--- config.mk ---
export PLATFORM = sky130hd
export DESIGN_NAME = platform_interrupt_controller_top
export DESIGN_NICKNAME = d
export VERILOG_FILES = /design/src/pic_pkg.sv /design/src/pic_ram.sv /design/src/pic_scan.sv /design/src/platform_interrupt_controller_top.sv
export SDC_FILE = /design/constraint.sdc
export NUM_CORES = 1
export LEC_CHECK = 0
export ABC_AREA = 1
export BUFFER_PORTS_ARGS = -buffer_cell sky130_fd_sc_hd__buf_2
export CELL_PAD_IN_SITES_DETAIL_PLACEMENT = 1
export CELL_PAD_IN_SITES_GLOBAL_PLACEMENT = 2
export CORE_MARGIN = 4
export CORE_UTILIZATION = 30
export CTS_CLUSTER_DIAMETER = 30
export DETAILED_ROUTE_END_ITERATION = 6
export GPL_TIMING_DRIVEN = 0
export PLACE_DENSITY_LB_ADDON = 0.1
export SLEW_MARGIN = 10
export SYNTH_ARGS = -nofsm -noshare
export SYNTH_HDL_FRONTEND = slang
export SYNTH_SLANG_ARGS = --single-unit
export TNS_END_PERCENT = 5
--- constraint.sdc ---
create_clock -name i_clk -period 9.1 [get_ports i_clk]
set_input_delay 1.82 -clock i_clk [delete_from_list [all_inputs] [get_ports i_clk]]
set_output_delay 1.82 -clock i_clk [all_outputs]
set_load 0.005 [all_outputs]
--- src/pic_pkg.sv ---
// Shared types, constants and parameter defaults of the platform interrupt controller.
`default_nettype none

package pic_pkg;

    // Parameter defaults.
    localparam int NUM_SOURCES_DEF   = 32;
    localparam int NUM_CONTEXTS_DEF  = 2;
    localparam int PRIORITY_BITS_DEF = 3;
    localparam int ID_W_DEF          = 5;
    localparam int DATA_W            = 32;

    // Commands carried by an input beat.
    typedef enum logic [1:0] {
        CMD_READ   = 2'd0,
        CMD_WRITE  = 2'd1,
        CMD_LEVELS = 2'd2
    } t_cmd;

    // Register map.
    localparam logic [25:0] ENABLE_BASE   = 26'h000_2000;
    localparam logic [25:0] CONTEXT_BASE  = 26'h020_0000;
    localparam logic [11:0] THRESH_OFFSET = 12'h000;
    localparam logic [11:0] CLAIM_OFFSET  = 12'h004;

    // Control of the shared priority compare unit.
    typedef struct packed {
        logic clear;
        logic step;
        logic cand;
    } t_scan_ctl;

endpackage

`default_nettype wire

--- src/pic_ram.sv ---
// Generic simple dual-port RAM with one write port and a registered read port.
`default_nettype none

module pic_ram #(
    parameter int WIDTH = pic_pkg::DATA_W,
    parameter int DEPTH = pic_pkg::NUM_SOURCES_DEF,
    localparam int AW   = (DEPTH > 1) ? $clog2(DEPTH) : 1
) (
    input  wire logic             i_clk,
    input  wire logic             i_we,
    input  wire logic [AW-1:0]    i_waddr,
    input  wire logic [WIDTH-1:0] i_wdata,
    input  wire logic             i_re,
    input  wire logic [AW-1:0]    i_raddr,
    output logic      [WIDTH-1:0] o_rdata
);

    logic [WIDTH-1:0] r_mem [DEPTH];
    logic [WIDTH-1:0] r_rdata;

    always_ff @(posedge i_clk) begin
        if (i_we) begin
            r_mem[i_waddr] <= i_wdata;
        end
        if (i_re) begin
            r_rdata <= r_mem[i_raddr];
        end
    end

    assign o_rdata = r_rdata;

endmodule

`default_nettype wire

--- src/pic_scan.sv ---
// Shared priority compare unit that keeps the best claimable source seen during a scan.
`default_nettype none

module pic_scan #(
    parameter int PRIORITY_BITS = pic_pkg::PRIORITY_BITS_DEF,
    parameter int ID_W          = pic_pkg::ID_W_DEF
) (
    input  wire logic                     i_clk,
    input  wire logic                     i_rst_n,
    input  wire pic_pkg::t_scan_ctl       i_ctl,
    input  wire logic [PRIORITY_BITS-1:0] i_prio,
    input  wire logic [PRIORITY_BITS-1:0] i_thr,
    input  wire logic [ID_W-1:0]          i_id,
    output logic      [ID_W-1:0]          o_best_id,
    output logic                          o_found
);

    logic                     r_found;
    logic [ID_W-1:0]          r_best_id;
    logic [PRIORITY_BITS-1:0] r_best_prio;
    logic                     take;

    // Strictly greater keeps the lowest id on a tie, as ids arrive in rising order.
    assign take = i_ctl.step && i_ctl.cand && (i_prio > i_thr) &&
                  (!r_found || (i_prio > r_best_prio));

    always_ff @(posedge i_clk) begin
        if (!i_rst_n) begin
            r_found <= 1'b0;
        end else if (i_ctl.clear) begin
            r_found <= 1'b0;
        end else if (take) begin
            r_found <= 1'b1;
        end
    end

    always_ff @(posedge i_clk) begin
        if (take) begin
            r_best_id   <= i_id;
            r_best_prio <= i_prio;
        end
    end

    assign o_best_id = r_found ? r_best_id : '0;
    assign o_found   = r_found;

endmodule

`default_nettype wire

--- src/platform_interrupt_controller_top.sv ---
// Top level of the platform interrupt controller: bus decode, sequencer and state.
// Each accepted beat is decoded and executed, then one scan of the sources is run per
// context, for at most two contexts, plus one more scan for a claim read. Scans are
// paced by the priority RAM read port, which serves one source per cycle; a new beat is
// taken only once the previous one has finished.
// Reset is synchronous; after it a clearing pass zeroes the RAMs while the input is stalled.
`default_nettype none

module platform_interrupt_controller_top #(
    parameter int NUM_SOURCES   = pic_pkg::NUM_SOURCES_DEF,
    parameter int NUM_CONTEXTS  = pic_pkg::NUM_CONTEXTS_DEF,
    parameter int PRIORITY_BITS = pic_pkg::PRIORITY_BITS_DEF
) (
    input  wire logic        i_clk,
    input  wire logic        i_rst_n,
    input  wire logic        i_valid,
    output logic             o_stall,
    input  wire logic [1:0]  i_cmd,
    input  wire logic [25:0] i_addr,
    input  wire logic [31:0] i_wdata,
    input  wire logic [31:0] i_irq_levels,
    output logic             o_valid,
    input  wire logic        i_stall,
    output logic [31:0]      o_rdata,
    output logic [1:0]       o_eip
);

    // Enable words per context, and the sources that can ever become pending. Only the
    // first 32 sources have level lines, so pending and in-service bits, and every scan,
    // are limited to them.
    localparam int NUM_WORDS = (NUM_SOURCES + 31) / 32;
    localparam int NSCAN     = (NUM_SOURCES < 32) ? NUM_SOURCES : 32;
    localparam int IDW       = $clog2(NSCAN);
    localparam int PAW       = $clog2(NUM_SOURCES);
    localparam int CW        = (NUM_CONTEXTS > 1) ? $clog2(NUM_CONTEXTS) : 1;
    localparam int ENW       = NUM_CONTEXTS * NUM_WORDS;
    localparam int EAW       = (ENW > 1) ? $clog2(ENW) : 1;
    localparam int CLR_DEPTH = (NUM_SOURCES > ENW) ? NUM_SOURCES : ENW;
    localparam int CLRW      = $clog2(CLR_DEPTH);

    // Valid source bits of the last enable word, and of the pending vector (source zero
    // never exists).
    localparam logic [31:0] LAST_MASK = ((NUM_SOURCES % 32) == 0) ? 32'hFFFF_FFFF :
                                        32'((64'd1 << (NUM_SOURCES % 32)) - 64'd1);
    localparam logic [NSCAN-1:0] LV_MASK = {{(NSCAN-1){1'b1}}, 1'b0};

    typedef enum logic [7:0] {
        S_CLEAR   = 8'b0000_0001,
        S_IDLE    = 8'b0000_0010,
        S_READ    = 8'b0000_0100,
        S_EXEC    = 8'b0000_1000,
        S_SCAN_RD = 8'b0001_0000,
        S_SCAN    = 8'b0010_0000,
        S_POST    = 8'b0100_0000,
        S_FINISH  = 8'b1000_0000
    } t_state;

    // What the running scan is for.
    typedef enum logic [1:0] {
        JOB_CLAIM = 2'd0,
        JOB_EIP0  = 2'd1,
        JOB_EIP1  = 2'd2
    } t_job;

    typedef enum logic [2:0] {
        RGN_NONE   = 3'd0,
        RGN_PRIO   = 3'd1,
        RGN_ENABLE = 3'd2,
        RGN_THRESH = 3'd3,
        RGN_CLAIM  = 3'd4
    } t_region;

    // Decoded bus address: region, source id, context and enable word index.
    typedef struct packed {
        t_region        rgn;
        logic [PAW-1:0] pid;
        logic [CW-1:0]  ctx;
        logic [EAW-1:0] eidx;
        logic [4:0]     word;
    } t_dec;

    t_state             r_state, n_state;
    t_job               r_job, n_job;
    t_dec               r_dec, n_dec, dec;
    logic [1:0]         r_cmd, n_cmd;
    logic [31:0]        r_wdata, n_wdata;
    logic [NSCAN-1:0]   r_levels, n_levels;
    logic [IDW-1:0]     r_id, n_id;
    logic [CLRW-1:0]    r_clr, n_clr;
    logic [NSCAN-1:0]   r_pend, n_pend;
    logic [NSCAN-1:0]   r_insvc, n_insvc;
    logic [31:0]        r_rdata, n_rdata;
    logic [1:0]         r_eip, n_eip;
    logic               r_out_valid, n_out_valid;
    logic [31:0]        r_o_rdata, n_o_rdata;
    logic [1:0]         r_o_eip, n_o_eip;

    // Address decode signals.
    logic [10:0]        id_full;
    logic [25:0]        off_en, off_ctx;
    logic [13:0]        en_ctx, cx_ctx, sel_ctx;
    logic [4:0]         en_word, word_add;
    logic [11:0]        cx_reg;
    logic [31:0]        idx_full;

    // RAM ports.
    logic                     prio_we, prio_re;
    logic [PAW-1:0]           prio_waddr, prio_raddr;
    logic [PRIORITY_BITS-1:0] prio_wdata, prio_rdata;
    logic                     en_we, en_re;
    logic [EAW-1:0]           en_waddr, en_raddr, scan_eidx;
    logic [31:0]              en_wdata, en_rdata;
    logic                     thr_we, thr_re;
    logic [CW-1:0]            thr_waddr, thr_raddr, scan_ctx;
    logic [PRIORITY_BITS-1:0] thr_wdata, thr_rdata;

    // Scan unit.
    pic_pkg::t_scan_ctl scan_ctl;
    logic [IDW-1:0]     best_id;
    logic               best_found;
    logic [NSCAN-1:0]   en_vec;
    logic [IDW-1:0]     id_next;
    logic               load_out;

    // Bits an enable word may hold: source zero and sources beyond the last are absent.
    function automatic logic [31:0] word_mask(input logic [4:0] w);
        logic [31:0] m;
        m = 32'hFFFF_FFFF;
        if (w == 5'd0) begin
            m[0] = 1'b0;
        end
        if (32'(w) == 32'(NUM_WORDS - 1)) begin
            m = m & LAST_MASK;
        end
        return m;
    endfunction

    // The address is decoded as the beat is accepted. One context number is chosen for
    // both the enable region and the context region, so a single constant multiply forms
    // the enable word index; for claim and complete it points at the context's first word.
    always_comb begin
        id_full  = i_addr[12:2];
        off_en   = i_addr - pic_pkg::ENABLE_BASE;
        off_ctx  = i_addr - pic_pkg::CONTEXT_BASE;
        en_ctx   = off_en[20:7];
        en_word  = off_en[6:2];
        cx_ctx   = off_ctx[25:12];
        cx_reg   = off_ctx[11:0];
        sel_ctx  = (i_addr < pic_pkg::CONTEXT_BASE) ? en_ctx : cx_ctx;
        word_add = (i_addr < pic_pkg::CONTEXT_BASE) ? en_word : 5'd0;
        idx_full = 32'(sel_ctx) * 32'(NUM_WORDS) + 32'(word_add);

        dec      = '0;
        dec.rgn  = RGN_NONE;
        if (i_addr[1:0] != 2'b00) begin
            dec.rgn = RGN_NONE;
        end else if (i_addr < pic_pkg::ENABLE_BASE) begin
            if ((id_full != 11'd0) && (32'(id_full) < 32'(NUM_SOURCES))) begin
                dec.rgn = RGN_PRIO;
            end
        end else if (i_addr < pic_pkg::CONTEXT_BASE) begin
            if ((32'(en_ctx) < 32'(NUM_CONTEXTS)) && (32'(en_word) < 32'(NUM_WORDS))) begin
                dec.rgn = RGN_ENABLE;
            end
        end else if (32'(cx_ctx) < 32'(NUM_CONTEXTS)) begin
            if (cx_reg == pic_pkg::THRESH_OFFSET) begin
                dec.rgn = RGN_THRESH;
            end else if (cx_reg == pic_pkg::CLAIM_OFFSET) begin
                dec.rgn = RGN_CLAIM;
            end
        end
        dec.pid  = PAW'(id_full);
        dec.ctx  = CW'(sel_ctx);
        dec.eidx = idx_full[EAW-1:0];
        dec.word = word_add;
    end

    // The context that a scan serves, and where its threshold and first enable word live.
    always_comb begin
        case (r_job)
            JOB_CLAIM: begin
                scan_ctx  = r_dec.ctx;
                scan_eidx = r_dec.eidx;
            end
            JOB_EIP0: begin
                scan_ctx  = '0;
                scan_eidx = '0;
            end
            JOB_EIP1: begin
                scan_ctx  = CW'(1);
                scan_eidx = EAW'(NUM_WORDS);
            end
            default: begin
                scan_ctx  = '0;
                scan_eidx = '0;
            end
        endcase
    end

    assign id_next = r_id + IDW'(1);

    // Priority RAM: cleared after reset, written by bus writes, read once for a bus read
    // and then once per source during every scan, one source ahead of the compare.
    assign prio_we    = ((r_state == S_CLEAR) && (32'(r_clr) < 32'(NUM_SOURCES))) ||
                        ((r_state == S_EXEC) && (r_cmd == pic_pkg::CMD_WRITE) &&
                         (r_dec.rgn == RGN_PRIO));
    assign prio_waddr = (r_state == S_CLEAR) ? PAW'(r_clr) : r_dec.pid;
    assign prio_wdata = (r_state == S_CLEAR) ? '0 : r_wdata[PRIORITY_BITS-1:0];
    assign prio_re    = (r_state == S_READ) || (r_state == S_SCAN_RD) || (r_state == S_SCAN);
    assign prio_raddr = (r_state == S_READ)    ? r_dec.pid :
                        (r_state == S_SCAN_RD) ? PAW'(1) : PAW'(id_next);

    // Enable and threshold RAMs: their read data holds for the whole of a scan.
    assign en_we     = ((r_state == S_CLEAR) && (32'(r_clr) < 32'(ENW))) ||
                       ((r_state == S_EXEC) && (r_cmd == pic_pkg::CMD_WRITE) &&
                        (r_dec.rgn == RGN_ENABLE));
    assign en_waddr  = (r_state == S_CLEAR) ? EAW'(r_clr) : r_dec.eidx;
    assign en_wdata  = (r_state == S_CLEAR) ? '0 : (r_wdata & word_mask(r_dec.word));
    assign en_re     = (r_state == S_READ) || (r_state == S_SCAN_RD);
    assign en_raddr  = (r_state == S_READ) ? r_dec.eidx : scan_eidx;

    assign thr_we    = ((r_state == S_CLEAR) && (32'(r_clr) < 32'(NUM_CONTEXTS))) ||
                       ((r_state == S_EXEC) && (r_cmd == pic_pkg::CMD_WRITE) &&
                        (r_dec.rgn == RGN_THRESH));
    assign thr_waddr = (r_state == S_CLEAR) ? CW'(r_clr) : r_dec.ctx;
    assign thr_wdata = (r_state == S_CLEAR) ? '0 : r_wdata[PRIORITY_BITS-1:0];
    assign thr_re    = en_re;
    assign thr_raddr = (r_state == S_READ) ? r_dec.ctx : scan_ctx;

    pic_ram #(
        .WIDTH (PRIORITY_BITS),
        .DEPTH (NUM_SOURCES)
    ) u_prio_ram (
        .i_clk   (i_clk),
        .i_we    (prio_we),
        .i_waddr (prio_waddr),
        .i_wdata (prio_wdata),
        .i_re    (prio_re),
        .i_raddr (prio_raddr),
        .o_rdata (prio_rdata)
    );

    pic_ram #(
        .WIDTH (32),
        .DEPTH (ENW)
    ) u_enable_ram (
        .i_clk   (i_clk),
        .i_we    (en_we),
        .i_waddr (en_waddr),
        .i_wdata (en_wdata),
        .i_re    (en_re),
        .i_raddr (en_raddr),
        .o_rdata (en_rdata)
    );

    pic_ram #(
        .WIDTH (PRIORITY_BITS),
        .DEPTH (NUM_CONTEXTS)
    ) u_thresh_ram (
        .i_clk   (i_clk),
        .i_we    (thr_we),
        .i_waddr (thr_waddr),
        .i_wdata (thr_wdata),
        .i_re    (thr_re),
        .i_raddr (thr_raddr),
        .o_rdata (thr_rdata)
    );

    // Each scan cycle offers one source to the compare unit; it is a candidate when it is
    // pending and enabled for the context being scanned.
    assign en_vec         = en_rdata[NSCAN-1:0];
    assign scan_ctl.clear = (r_state == S_SCAN_RD);
    assign scan_ctl.step  = (r_state == S_SCAN);
    assign scan_ctl.cand  = r_pend[r_id] & en_vec[r_id];

    pic_scan #(
        .PRIORITY_BITS (PRIORITY_BITS),
        .ID_W          (IDW)
    ) u_scan (
        .i_clk     (i_clk),
        .i_rst_n   (i_rst_n),
        .i_ctl     (scan_ctl),
        .i_prio    (prio_rdata),
        .i_thr     (thr_rdata),
        .i_id      (r_id),
        .o_best_id (best_id),
        .o_found   (best_found)
    );

    // A finished result moves to the output register once that is free, so the next beat
    // can be taken while the previous result still waits downstream.
    assign load_out = (r_state == S_FINISH) && (!r_out_valid || !i_stall);

    always_comb begin
        n_state     = r_state;
        n_job       = r_job;
        n_dec       = r_dec;
        n_cmd       = r_cmd;
        n_wdata     = r_wdata;
        n_levels    = r_levels;
        n_id        = r_id;
        n_clr       = r_clr;
        n_pend      = r_pend;
        n_insvc     = r_insvc;
        n_rdata     = r_rdata;
        n_eip       = r_eip;
        n_o_rdata   = r_o_rdata;
        n_o_eip     = r_o_eip;
        n_out_valid = r_out_valid && i_stall;

        case (r_state)
            S_CLEAR: begin
                n_clr = r_clr + CLRW'(1);
                if (r_clr == CLRW'(CLR_DEPTH - 1)) begin
                    n_state = S_IDLE;
                end
            end
            S_IDLE: begin
                if (i_valid) begin
                    n_cmd    = i_cmd;
                    n_wdata  = i_wdata;
                    n_levels = i_irq_levels[NSCAN-1:0];
                    n_dec    = dec;
                    n_rdata  = '0;
                    n_eip    = '0;
                    n_state  = S_READ;
                end
            end
            S_READ: begin
                n_state = S_EXEC;
            end
            S_EXEC: begin
                // Read data of the addressed word is now at the RAM outputs.
                n_job = JOB_EIP0;
                case (r_cmd)
                    pic_pkg::CMD_READ: begin
                        case (r_dec.rgn)
                            RGN_PRIO:   n_rdata = 32'(prio_rdata);
                            RGN_ENABLE: n_rdata = en_rdata;
                            RGN_THRESH: n_rdata = 32'(thr_rdata);
                            RGN_CLAIM:  n_job   = JOB_CLAIM;
                            default:    n_rdata = '0;
                        endcase
                    end
                    pic_pkg::CMD_WRITE: begin
                        // A complete only counts for an existing source enabled for the
                        // context; sources without a level line are never in service.
                        if ((r_dec.rgn == RGN_CLAIM) && (r_wdata != 32'd0) &&
                            (r_wdata < 32'(NSCAN)) && en_vec[r_wdata[IDW-1:0]]) begin
                            n_insvc[r_wdata[IDW-1:0]] = 1'b0;
                        end
                    end
                    pic_pkg::CMD_LEVELS: begin
                        n_pend = r_pend | (r_levels & LV_MASK & ~r_insvc);
                    end
                    default: begin
                        n_pend = r_pend;
                    end
                endcase
                n_state = S_SCAN_RD;
            end
            S_SCAN_RD: begin
                n_id    = IDW'(1);
                n_state = S_SCAN;
            end
            S_SCAN: begin
                n_id = id_next;
                if (r_id == IDW'(NSCAN - 1)) begin
                    n_state = S_POST;
                end
            end
            S_POST: begin
                case (r_job)
                    JOB_CLAIM: begin
                        n_rdata = 32'(best_id);
                        if (best_found) begin
                            n_pend[best_id]  = 1'b0;
                            n_insvc[best_id] = 1'b1;
                        end
                        n_job   = JOB_EIP0;
                        n_state = S_SCAN_RD;
                    end
                    JOB_EIP0: begin
                        n_eip[0] = best_found;
                        if (NUM_CONTEXTS > 1) begin
                            n_job   = JOB_EIP1;
                            n_state = S_SCAN_RD;
                        end else begin
                            n_state = S_FINISH;
                        end
                    end
                    JOB_EIP1: begin
                        n_eip[1] = best_found;
                        n_state  = S_FINISH;
                    end
                    default: begin
                        n_state = S_FINISH;
                    end
                endcase
            end
            S_FINISH: begin
                if (load_out) begin
                    n_o_rdata   = r_rdata;
                    n_o_eip     = r_eip;
                    n_out_valid = 1'b1;
                    n_state     = S_IDLE;
                end
            end
            default: begin
                n_state = S_IDLE;
            end
        endcase
    end

    // Control state and the pending and in-service bits are cleared by reset.
    always_ff @(posedge i_clk) begin
        if (!i_rst_n) begin
            r_state     <= S_CLEAR;
            r_job       <= JOB_EIP0;
            r_id        <= '0;
            r_clr       <= '0;
            r_pend      <= '0;
            r_insvc     <= '0;
            r_out_valid <= 1'b0;
        end else begin
            r_state     <= n_state;
            r_job       <= n_job;
            r_id        <= n_id;
            r_clr       <= n_clr;
            r_pend      <= n_pend;
            r_insvc     <= n_insvc;
            r_out_valid <= n_out_valid;
        end
    end

    always_ff @(posedge i_clk) begin
        r_dec     <= n_dec;
        r_cmd     <= n_cmd;
        r_wdata   <= n_wdata;
        r_levels  <= n_levels;
        r_rdata   <= n_rdata;
        r_eip     <= n_eip;
        r_o_rdata <= n_o_rdata;
        r_o_eip   <= n_o_eip;
    end

    assign o_stall = (r_state != S_IDLE) || !i_rst_n;
    assign o_valid = r_out_valid;
    assign o_rdata = r_o_rdata;
    assign o_eip   = r_o_eip;

endmodule

`default_nettype wire

After elaboration in Yosys (flattened, before gate mapping):

Memory sizes are Yosys's and may differ from the RTL's. A register that Yosys moved wholly into a read port is not among the register bits.
Index checks and enable logic that the tools add are counted.

* add/subtract/negate cells: 5
* magnitude comparators: 15
* eq/ne operators: 34
* mux-type cells: 69
* bitwise operators: 11
* reduce and logical (&&, ||, !) cells: 51

Operators with widths (count)
* two-way mux 32 bit: 11
* bitwise AND 32 bit: 4
* case mux 32 bit (2 select lines): 2
* case mux 32 bit (4 select lines): 1
* NOT 32 bit: 3
* case mux 32 bit (3 select lines): 1
* bitwise OR 32 bit: 2
* case mux 8 bit (8 select lines): 1
* two-way mux 8 bit: 5
* less-than comparator 32 x 6 -> 1 bit, second input constant: 1
* nonzero test 32 bit: 1
* less-than comparator 14 x 2 -> 1 bit, second input constant: 2
* less-than comparator 26 x 14 -> 1 bit, second input constant: 1
* less-than comparator 26 x 22 -> 1 bit, second input constant: 1
* subtractor 26 x 22 -> 26 bit, second input constant: 1
* two-way mux 5 bit: 5
* two-way mux 1 bit: 24
* subtractor 21 x 14 -> 21 bit, second input constant: 1
* less-than comparator 5 x 6 -> 1 bit, second input constant: 3
* two-way mux 3 bit: 6
* logical AND 1 bit: 17
* != test 2 x 1 -> 1 bit, second input constant: 8
* binary-select mux 1 bit (select 5 bit): 3
* == test 12 x 3 -> 1 bit, second input constant: 1
* other kinds (44): 80

* register bits: 243
* memory bits (writable): 166
* input bits: 96
* output and inout bits: 36
* word-level logic and storage cells: 211
* memories kept: 3

Memory list
* u_prio_ram.r_mem: words 32, width 3, read ports 1, clocked after Yosys merged registers in 1, write ports 1, RTL line pic_ram.sv:18 `logic [WIDTH-1:0] r_mem [DEPTH];`
* u_enable_ram.r_mem: words 2, width 32, read ports 1, clocked after Yosys merged registers in 1, write ports 1, RTL line pic_ram.sv:18
* u_thresh_ram.r_mem: words 2, width 3, read ports 1, clocked after Yosys merged registers in 1, write ports 1, RTL line pic_ram.sv:18

Depth between registers and ports, before layout:

* depth after elaboration: 10
* gate-level depth with buffers: 16
* gate-level depth less buffers: 15

Cells and area by module:

Synthesis repeated with hierarchy kept, for this count alone.

* cell total of the unflattened synthesis: 2011
* area total of the unflattened synthesis: 19441.1 µm²

Modules (own cells, without submodules)
* platform_interrupt_controller_top: instances 1, cells an instance 1356, area each 11080.6 µm², seq. area each 6125.9 µm²
* pic_ram (u_prio_ram): instances 1, cells an instance 377, area each 4157.7 µm², seq. area each 2972.9 µm²
* pic_ram (u_enable_ram): instances 1, cells an instance 204, area each 3389.5 µm², seq. area each 2882.8 µm²
* pic_scan: instances 1, cells an instance 51, area each 490.5 µm², seq. area each 260.2 µm²
* pic_ram (u_thresh_ram): instances 1, cells an instance 23, area each 322.8 µm², seq. area each 270.3 µm²

Worst setup path before layout:

OpenSTA, ideal clock, no wires.

* path kind: input to register
* start: input port i_valid
* end: register r_cmd[0], enable pin
* library setup time: 519 ps
* data arrival time: 5169 ps
* data required time: 8581 ps
* slack: 3412 ps
* stages: 2
* buffers on the path: 0
* cells stage by stage: inv_1 -> nor2_1

* cells in the longest elaborated chain, start to end: 1

RTL lines
* from (decl): RTL line platform_interrupt_controller_top.sv:16 `input wire logic i_valid,`
* AND reduction 2 bit (no source line)
* to (signal assigned): RTL line platform_interrupt_controller_top.sv:438 `r_cmd <= n_cmd;`
* to (decl): RTL line platform_interrupt_controller_top.sv:85 `logic [1:0] r_cmd, n_cmd;`

No other way between the ends.
A chain may end at the register's enable or synchronous reset.

Worst setup path in the final report:

* start: input port i_rst_n
* end: output port o_stall

* cells in the longest elaborated chain, start to end: 2

RTL lines
* from (decl): RTL line platform_interrupt_controller_top.sv:15 `input wire logic i_rst_n,`
* zero test 1 bit
* logical OR 1 bit: RTL line platform_interrupt_controller_top.sv:447 `assign o_stall = (r_state != S_IDLE) || !i_rst_n;`
* to (decl): RTL line platform_interrupt_controller_top.sv:17 `output logic o_stall,`

No other way between the ends.

==> results.txt <==
The flow ran to the end, and the final reports show no timing, DRC or antenna violations. The simple-gate share of the synthesized area is 0.194. The critical path in this run is classified as input port to output port. The count of state elements after synthesis came out at 445.

Synthesis handed over a netlist of 1885 instances. The final setup slack of the worst path came out at 4.31 ns. In this run the vertical extent of the chip is 265 µm. After synthesis the cells add up to 19700 µm².

The setup fix buffers added after clock tree synthesis is 0. The fraction of power consumed by combinational cells is 0.064. The total setup violations reported at the end of the flow came out at 0.

The insertion delay to the later sink of the worst-skew pair is 0.67 ns. The cell total after placement came out at 2879. In the final layout, flip-flops and latches occupy 12500 µm². In the global route stage, overall resource usage came out at 0.196.

The routability congestion estimate came out at 0.857. The worst hold-check path type is register to register. After filler insertion, the fill cell instance count of the layout stands at 7135. Dividing the final minimum period by the clock period gives 0.527. From synthesis to final layout, the design area changed by 28.9%. The number of hold buffers added after CTS was 0. The initial antenna violation count came to 0.

For this configuration, the core starts out at a cell density of 0.305. The total power is 6710 µW. The number of gates resized after cts is 0.

The pin count of the biggest net entering global routing is 39. The number of hold-slack violations in the final timing report is 0. TritonCTS built the clock tree.

After synthesis, the largest family of logic cells by area is simple AND/OR/NAND/NOR gates. The via count came out at 14800. The critical path data arrival time came out at 2.97 ns. The sequential element share of the synthesized area came out at 0.634. The finished layout holds 3092 standard cells, fillers aside. The number of detailed-routing iterations run before antenna repair came out at 5. The clock input transition at the sequential cells of the worst setup and hold paths came out at 0.05 ns. The cell chosen for the clock root is sky130_fd_sc_hd__clkbuf_16. The slew at the pin closest to its max-slew limit is 1.09 ns. For this design, the sink count on the clock tree is 445. The post-route antenna net violation count is 0. Prior to clock tree synthesis, the placed netlist has a worst setup slack of 4.26 ns. Counting distinct cell types in the post-synthesis netlist gives 50. Setup repair after global routing left no endpoint under its margin.

In the final layout, the multi-input gates occupy 5930 µm². The total overflow left after global routing is 0. A synthesized cell averages 10.5 µm².

The total of warnings raised by yosys came out at 0. The share of the synthesized area in compound gates (AO/OA/AOI/OAI) came out at 0.0749. The number of top-level pins is 132. The wire length of the first global-routing pass came out at 103 mm. The number of global-route vias before repair is 16100. The required time of the critical path is 7.28 ns. The leakage dissipation is 0.00975 µW.

The mux contribution to synthesized area is 0.0200. The die covers 70000 µm². In this run the tightest slew margin relative to its limit is 0.267. Of all nets on the critical path, the largest fanout is 11. The worst setup path is launched from an input port. The DRC violation total after the first TritonRoute iteration is 810. The sequential fraction of design power came out at 0.366. Leaving out fill and tap cells, the most frequent cells in the layout are sky130_fd_sc_hd__edfxtp_1 (360), sky130_fd_sc_hd__nand2_1 (296), sky130_fd_sc_hd__inv_1 (224). The maximum vdd drop is 0.000150 V.

The final wirelength came out at 68.9 mm. The aggregate negative setup slack is 0 ns. The sum of net half-perimeters after detailed placement came out at 49.7 mm. Leaving out fill and tap cells, the most frequent cell in the layout is sky130_fd_sc_hd__edfxtp_1.

The number of vias per cell after detailed routing is 4.80. The floorplan core area is 64800 µm². The share of the synthesized netlist area taken by xor and xnor gates came out at 0.00177. When the netlist entered floorplanning its net count stood at 1992.

The detailed-route wire length per cell came out at 22.3 µm. The power density over the cells is 264 nW/µm². The highest attainable clock frequency is 209 MHz. In this run the horizontal extent of the chip is 265 µm. The number of input and output port buffers inserted came out at 130. The summed area of non-filler cells in the final layout came out at 25400 µm². Across the run, the number of max-cap violations was 0. The worst setup path is captured at an output port.

The count of pins over their slew limit was 0. The proportion of register bits with asynchronous set or reset after synthesis is 0. Of the total synthesized cell area, the portion taken by full adders, half adders and majority gates is 0.00697.

The final clock skew came out at 0.0375 ns. The net count of the finished layout is 2245. The part of the power in the clock network came out at 0.570. No sink is reached through more buffers than the 3 on the longest clock path. The final critical delay including setup and external delays is 4.79 ns.

The internal portion of the total power is 5130 µW. The share of final-layout standard cells stronger than drive strength 1 came out at 0.217. The total placed instance area is 21700 µm². The number of standard-cell rows in the floorplan is 93. For this run, the leading register cell type out of synthesis is sky130_fd_sc_hd__edfxtp_1. Counting flops with a built-in enable in the synthesized netlist gives 360.

The total DRC errors in the routed layout is 0. The H-tree generated during clock tree synthesis spans 3 levels. TritonCTS created 112 clock buffers. Of the total power, the share spent switching nets is 0.236. The switching power total came out at 1590 µW.
## cells in the mapped netlist, types with 24 or more instances
library cell,instances,area share
sky130_fd_sc_hd__edfxtp_1,360,0.55
sky130_fd_sc_hd__nand2_1,296,0.056
sky130_fd_sc_hd__inv_1,225,0.043
sky130_fd_sc_hd__nor2_1,199,0.038
sky130_fd_sc_hd__nand3_1,187,0.047
sky130_fd_sc_hd__a21oi_1,101,0.026
sky130_fd_sc_hd__o21ai_0,96,0.024
sky130_fd_sc_hd__dfxtp_1,85,0.086
sky130_fd_sc_hd__mux2_2,33,0.019
sky130_fd_sc_hd__nor3_1,31,0.0079
sky130_fd_sc_hd__nand3b_1,28,0.011
sky130_fd_sc_hd__clkbuf_1,24,0.0046
## per-layer routing
layer  global-route usage  up-vias  part of all wire
li1                     -     7023                 -
met1                0.254     7320              0.44
met2                0.329      349              0.48
met3               0.0393      139             0.047
met4               0.0690        0             0.034
met5                    0        -                 0
## worst max-delay path: stages
cell,delay (ns)
sky130_fd_sc_hd__buf_2,0.14
sky130_fd_sc_hd__clkbuf_1,0.56
sky130_fd_sc_hd__nand2_1,0.25
sky130_fd_sc_hd__buf_2,0.19
## metrics by stage
step	hold WS [ns]	utilization
final	0.416	0.393
after floorplan	0.400	-
after CTS	0.416	0.393
after global placement	0.404	0.331
after global routing	0.420	0.393
after detailed placement	0.406	0.335
## cell type report
type	count	share of cell area
Antenna cell	1	0.0000984
Tap cell	855	0.0420
Timing Repair Buffer	139	0.0338
Sequential cell	445	0.492
Clock buffer	141	0.117
Buffer	77	0.0177
Multi-Input combinational cell	1124	0.233
Clock inverter	71	0.0294
Inverter	239	0.0353
## final timing paths
| kind | from | endpoint | slack [ns] | depth (start not counted) |
|---|---|---|---|---|
| max | i_rst_n | o_stall | 4.31 | 4 |
| min | r_rdata[31] | o_rdata[31] | 0.42 | 0 |
| max reg2reg | r_state[4] | u_prio_ram.r_mem[16][1] | 6.02 | 9 |
| min reg2reg | r_rdata[31] | o_rdata[31] | 0.42 | 0 |
## registers in the layout (all words and copies together) (netlist names), 5 cells and up
name                  cells
r_pend                   32
o_rdata                  32
r_insvc                  31
u_thresh_ram.r_mem        6
r_clr                     5
u_prio_ram.r_mem         96
u_enable_ram.o_rdata     32
u_scan.r_best_id          5
u_enable_ram.r_mem       64
r_rdata                  32
r_wdata                  32
r_levels                 31
r_dec                    15
r_state                   8
r_id                      5
## power by group through the flow
stage | combinational, µW | sequential [µW] | clock, µW
2_1_floorplan | 243 | 2480 | 0
3_3_place_gp | 402 | 2490 | 0
3_5_place_dp | 442 | 2490 | 0
4_1_cts | 446 | 2460 | 3910
5_1_grt | 487 | 2460 | 4040
6_report | 432 | 2450 | 3830
## kinds of logic (layout without fill, tap and decap cells)
kind of cell | after synthesis | count (layout)
fa+ha+maj | 11 | 11
buf+inv | 316 | 667
mux | 35 | 35
simple gates | 816 | 816
other cells | 0 | 1
xor+xnor | 4 | 4
flops | 445 | 445
compound gates | 258 | 258
Power figures use the tool's default switching activity.
